[config.mk]
export PLATFORM = sky130hd
export DESIGN_NAME = spq_cell
export DESIGN_NICKNAME = d
export VERILOG_FILES = /design/src/spq_pkg.sv /design/src/spq_cell.sv
export SDC_FILE = /design/constraint.sdc
export NUM_CORES = 1
export LEC_CHECK = 0
export ABC_AREA = 1
export BUFFER_PORTS_ARGS = -buffer_cell sky130_fd_sc_hd__buf_2
export CAP_MARGIN = 0
export CORE_AREA = 2 2 115 117
export CTS_CLUSTER_SIZE = 28
export DETAILED_ROUTE_END_ITERATION = 16
export DIE_AREA = 0 0 117 119
export PLACE_DENSITY_LB_ADDON = 0.2
export SYNTH_ARGS = -nofsm -noshare
export SYNTH_HDL_FRONTEND = slang
export SYNTH_SLANG_ARGS = --single-unit
[constraint.sdc]
create_clock -name clock -period 4.6 [get_ports clock]
set_clock_uncertainty 0.2 [all_clocks]
set_input_delay 0 -clock clock [delete_from_list [all_inputs] [get_ports clock]]
set_output_delay 0 -clock clock [all_outputs]
set_load 0.01 [all_outputs]
[src/spq_pkg.sv]
`timescale 1ns / 1ps
// ----------------------------------------------------------------------------
// spq_pkg
// Shared types and constants of the stable priority queue.
// ----------------------------------------------------------------------------
package spq_pkg;

   localparam int CAPACITY_DEFAULT = 64;

   localparam logic CMD_INSERT = 1'b0;
   localparam logic CMD_REMOVE = 1'b1;

   localparam logic [2:0] ST_OK    = 3'd0;
   localparam logic [2:0] ST_NULL  = 3'd1;
   localparam logic [2:0] ST_DUP   = 3'd2;
   localparam logic [2:0] ST_FULL  = 3'd3;
   localparam logic [2:0] ST_EMPTY = 3'd4;

   // One held entry.
   typedef struct packed {
      logic [31:0]        handle;
      logic [7:0]         kind;
      logic signed [31:0] prio;
   } entry_type;

   // Operation broadcast to every cell in the cycle of a transfer.
   typedef struct packed {
      logic      ins;
      logic      rem;
      entry_type fresh;
   } cell_cmd_type;

endpackage

[src/spq_cell.sv]
`timescale 1ns / 1ps
// ----------------------------------------------------------------------------
// spq_cell
// One slot of the sorted chain: compares, shifts right on insert, left on remove.
// ----------------------------------------------------------------------------
module spq_cell #(
   parameter int CW  = 7,
   parameter int IDX = 0
) (
   input  logic                 clock,
   input  spq_pkg::cell_cmd_type cmd,
   input  logic [CW-1:0]        count,
   input  spq_pkg::entry_type   left_entry,
   input  logic                 left_take,
   input  spq_pkg::entry_type   right_entry,
   output spq_pkg::entry_type   entry,
   output logic                 take,
   output logic                 match
);

   localparam logic [CW-1:0] SLOT = CW'(IDX);

   spq_pkg::entry_type entry_ff;
   spq_pkg::entry_type entry_in;
   logic               held;
   logic               greater;

   // Slots below the fill count hold data; the rest are don't-care.
   assign held    = (count > SLOT);
   assign greater = held && ($signed(entry_ff.prio) > $signed(cmd.fresh.prio));
   assign take    = !held || greater;
   assign match   = held && (entry_ff == cmd.fresh);
   assign entry   = entry_ff;

   always_comb begin
      entry_in = entry_ff;
      if (cmd.ins && take) begin
         entry_in = left_take ? left_entry : cmd.fresh;
      end else if (cmd.rem) begin
         entry_in = right_entry;
      end
   end

   always_ff @(posedge clock) begin
      entry_ff <= entry_in;
   end

endmodule

==> run_results.csv <==
group,metric,value,unit
sta,grt_setup_unrepaired,"no",
floorplanning,boundaryPins,301,
drt,viasPerCell,4.930,
sta,hold_viol,0,
critical_path,worst-setup-path-type,"flip-flop to flip-flop",
drt,detail-route-antenna-nets,0,
floorplanning,initial_utilization,0.4551,
finish,layout.nets,1344,
drt,drt-pass1-iter-count,5,
sta,relSlewSlack,0.2267,
global_routing,grt_max_degree,109,
sta,max_freq,0.2580,GHz
pwr,leakagePower,4.492,nW
run_status,outcome,"finished, final reports clean",
clock_network,cts_buffers,9,
sta,hold_slack,0.3796,ns
synth,ys_ff_latch,72,
place,dpl_cell_area,7325,um^2
critical_path,cp.arrival,3.87,ns
global_routing,grt_pass1_vias,6364,
place,placed_cells,1106,
clock_network,path_clk_slew,0.06,ns
place,place_congestion,0.8396,
pwr,total_power,3.436,mW
floorplanning,die_area,13920,um^2
global_routing,antenna_found_initial,1,
finish,fin_area,9074,um^2
sta,worst_slew_pin_slew,1.160,ns
finish,largest_reg_flops,72,
critical_path,cp_top_family,"buffers and inverters",
place,dpl.hpwl,13460,um
critical_path,cp_data_required_time,4.60,ns
synth,syn-cell-area,5859,um^2
drt,wirelength,19970,um
finish,drive_gt1_frac,0.3954,
clock_network,ctsResizeCount,0,
clock_network,clkSinkCount,72,
critical_path,slowest_stage,"buf_4",
critical_path,path_cells,"ha_1 > nand2_2 > nor3_2 > and3_2 > nand2_2 > nand3_1 > nand3_2 > nand2_4 > buf_4 > buf_4 > nand3_1 > nand2_1 > dlygate4sd3_1",
clock_network,clock_latency,0.33,ns
drt,vias,6246,
sta,finalMaxSlewViolations,0,
drt,drc,0,
clock_network,clock_path_buffers,2,
synth,synth_edf_count,72,
pwr,powerDensity,378.6,nW/um^2
finish,fin_cells,1267,
clock_network,postCtsHoldBufs,144,
synth,yosys_warnings,0,
floorplanning,coreArea,12870,um^2
job,cap_violations,0,
critical_path,r2r_setup_slack,0.72,ns
synth,ys_seq_area_frac,0.3690,
sta,setup-violations-final,0,
clock_network,ctsHtreeMaxLevel,3,
synth,postSynthAreaPerCell,8.864,um^2
global_routing,grt_overflow,0,
floorplanning,die_x,117,um
clock_network,cts_root_buffer,"clkbuf_16",
sta,period_share,0.8425,
critical_path,cp-endpoint,"entry[1]",
critical_path,start_kind,"flip-flop",
pwr,peakVddDrop,0.0001802,V
critical_path,cp-end-kind,"flip-flop",
critical_path,rr_worst_depth,13,
sta,setup_tns,0,ns
floorplanning,die_h,119,um
global_routing,grt_pass1_wl,29930,um
synth,ys.flop_type,"edfxtp_1",
place,port_buffers,300,
critical_path,r2r_start,"entry[31]",
drt,wire_per_inst,15.76,um
finish,num-fill-cells,1035,
synth,synth.net_count,920,
clock_network,cts_tree,"done",
drt,drtIter0Drc,265,
critical_path,path_buf_inv,3,
finish,area_growth,54.86,%
critical_path,max_stage_delay,0.61,ns
clock_network,post_cts_buffers,0,
critical_path,crit_start,"entry[31]",
critical_path,r2r_end,"entry[1]",
critical_path,critPathMaxFanout,38,
floorplanning,rows,42,
global_routing,grtUsageTotal,0.2800,
synth,synthArstFlopShare,0,
min_path,hp-class,"primary input to output pin",
critical_path,path_depth,13,
synth,synthCells,661,
sta,period_needed,3.875,ns
synth,ys_types,33,
## cells in the mapped netlist (2+ instances only)
cell,count,share of area
edfxtp_1,72,0.37
buf_4,7,0.0090
inv_1,45,0.029
clkbuf_1,11,0.0070
buf_12,8,0.027
a22oi_1,2,0.0026
xor2_1,5,0.0075
nor3_1,2,0.0017
or2_2,4,0.0043
nand3_1,7,0.0060
nand2_2,2,0.0021
o21ai_0,40,0.034
nor2_1,11,0.0070
a221oi_1,3,0.0045
ha_1,32,0.068
nand2_4,2,0.0038
mux2_1,5,0.0096
inv_2,3,0.0019
xnor2_1,22,0.033
buf_2,9,0.0077
nor4_1,4,0.0043
nand4_1,8,0.0085
o21a_1,2,0.0026
or2_1,4,0.0043
nand2_1,232,0.15
nand3_2,70,0.12
mux2_2,31,0.060
a21oi_1,13,0.011
## how the worst min path moves through the flow
stage,slack [ns],from,to,depth (start not counted)
2_1_floorplan,-0.02,right_entry[0],entry[0],2
3_3_place_gp,0.07,right_entry[32],entry[32],3
3_5_place_dp,0.07,right_entry[32],entry[32],3
4_1_cts,0.39,cmd[41],match,7
5_1_grt,0.43,cmd[43],match,7
6_report,0.38,cmd[41],match,7
## power breakdown
part	leakage [nW]	internal [mW]	total [mW]	switching (mW)
combinational	3.61	0.735	1.60	0.867
clock	0.148	0.473	0.744	0.271
sequential	0.732	0.978	1.09	0.111
## layout make-up
class | instances | area, um^2 | area share
clock buffers | 12 | 236.5 | 0.02606
clock inverters | 4 | 68.82 | 0.007584
inverters | 48 | 180.2 | 0.01986
well taps | 176 | 220.2 | 0.02427
diodes | 1 | 2.502 | 0.0002758
repair buffers | 448 | 2978 | 0.3282
multi-input cells | 506 | 3226 | 0.3555
flip-flops and latches | 72 | 2162 | 0.2383
## layout by cell type (no fill, tap or decap), types with 2 or more instances in the layout
cell type      synthesis  final
xor2_1                 5      5
a22oi_1                2      2
a21oi_1               13     13
nand2_4                2      3
clkbuf_1              11      3
nand4_1                8      8
nor3_1                 2      2
mux2_2                31     31
nand2_1              232    231
ha_1                  32     32
o21a_1                 2      2
o21ai_0               40     40
nand3_1                7      7
buf_4                  7      6
inv_2                  3      3
dlygate4sd3_1          0    144
a221oi_1               3      3
nand3_2               70     70
bufinv_16              0      2
buf_2                  9    298
nor2_1                11     11
nand2_2                2      2
edfxtp_1              72     72
or2_1                  4      4
inv_1                 45     45
nor4_1                 4      4
mux2_1                 5      5
xnor2_1               22     22
clkbuf_16              0      9
or2_2                  4      4
## worst register-to-register path, stage by stage, from the launching register on
cell,delay [ns]
edfxtp_1,0.38
ha_1,0.37
nand2_2,0.09
nor3_2,0.20
and3_2,0.24
nand2_2,0.07
nand3_1,0.08
nand3_2,0.10
nand2_4,0.08
buf_4,0.51
buf_4,0.61
nand3_1,0.17
nand2_1,0.11
dlygate4sd3_1,0.54
## through the flow
stage          utilization  worst slack (ns)
2_1_floorplan            -            0.6190
3_3_place_gp        0.5689             1.312
3_5_place_dp        0.5689             1.268
4_1_cts             0.7046            0.7206
5_1_grt             0.7048            0.4630
6_report            0.7048            0.7245
## layer usage
metal,share of wire,global-route usage,vias to the layer above
met2,0.52,0.5228,250
met4,0.029,0.1103,0
met1,0.39,0.3008,2880
li1,-,-,3076
met3,0.069,0.05903,40
met5,0,0,-
## logic make-up after synthesis
group / share of synthesized area
AO/OA/AOI/OAI: 0.05808
XOR/XNOR: 0.04036
multiplexers: 0.06918
flip-flops: 0.3690
adder cells (fa/ha/maj): 0.06833
AND/OR/NAND/NOR: 0.3133
buffers and inverters: 0.08178
Note: power is estimated with default switching activity, not from simulation.
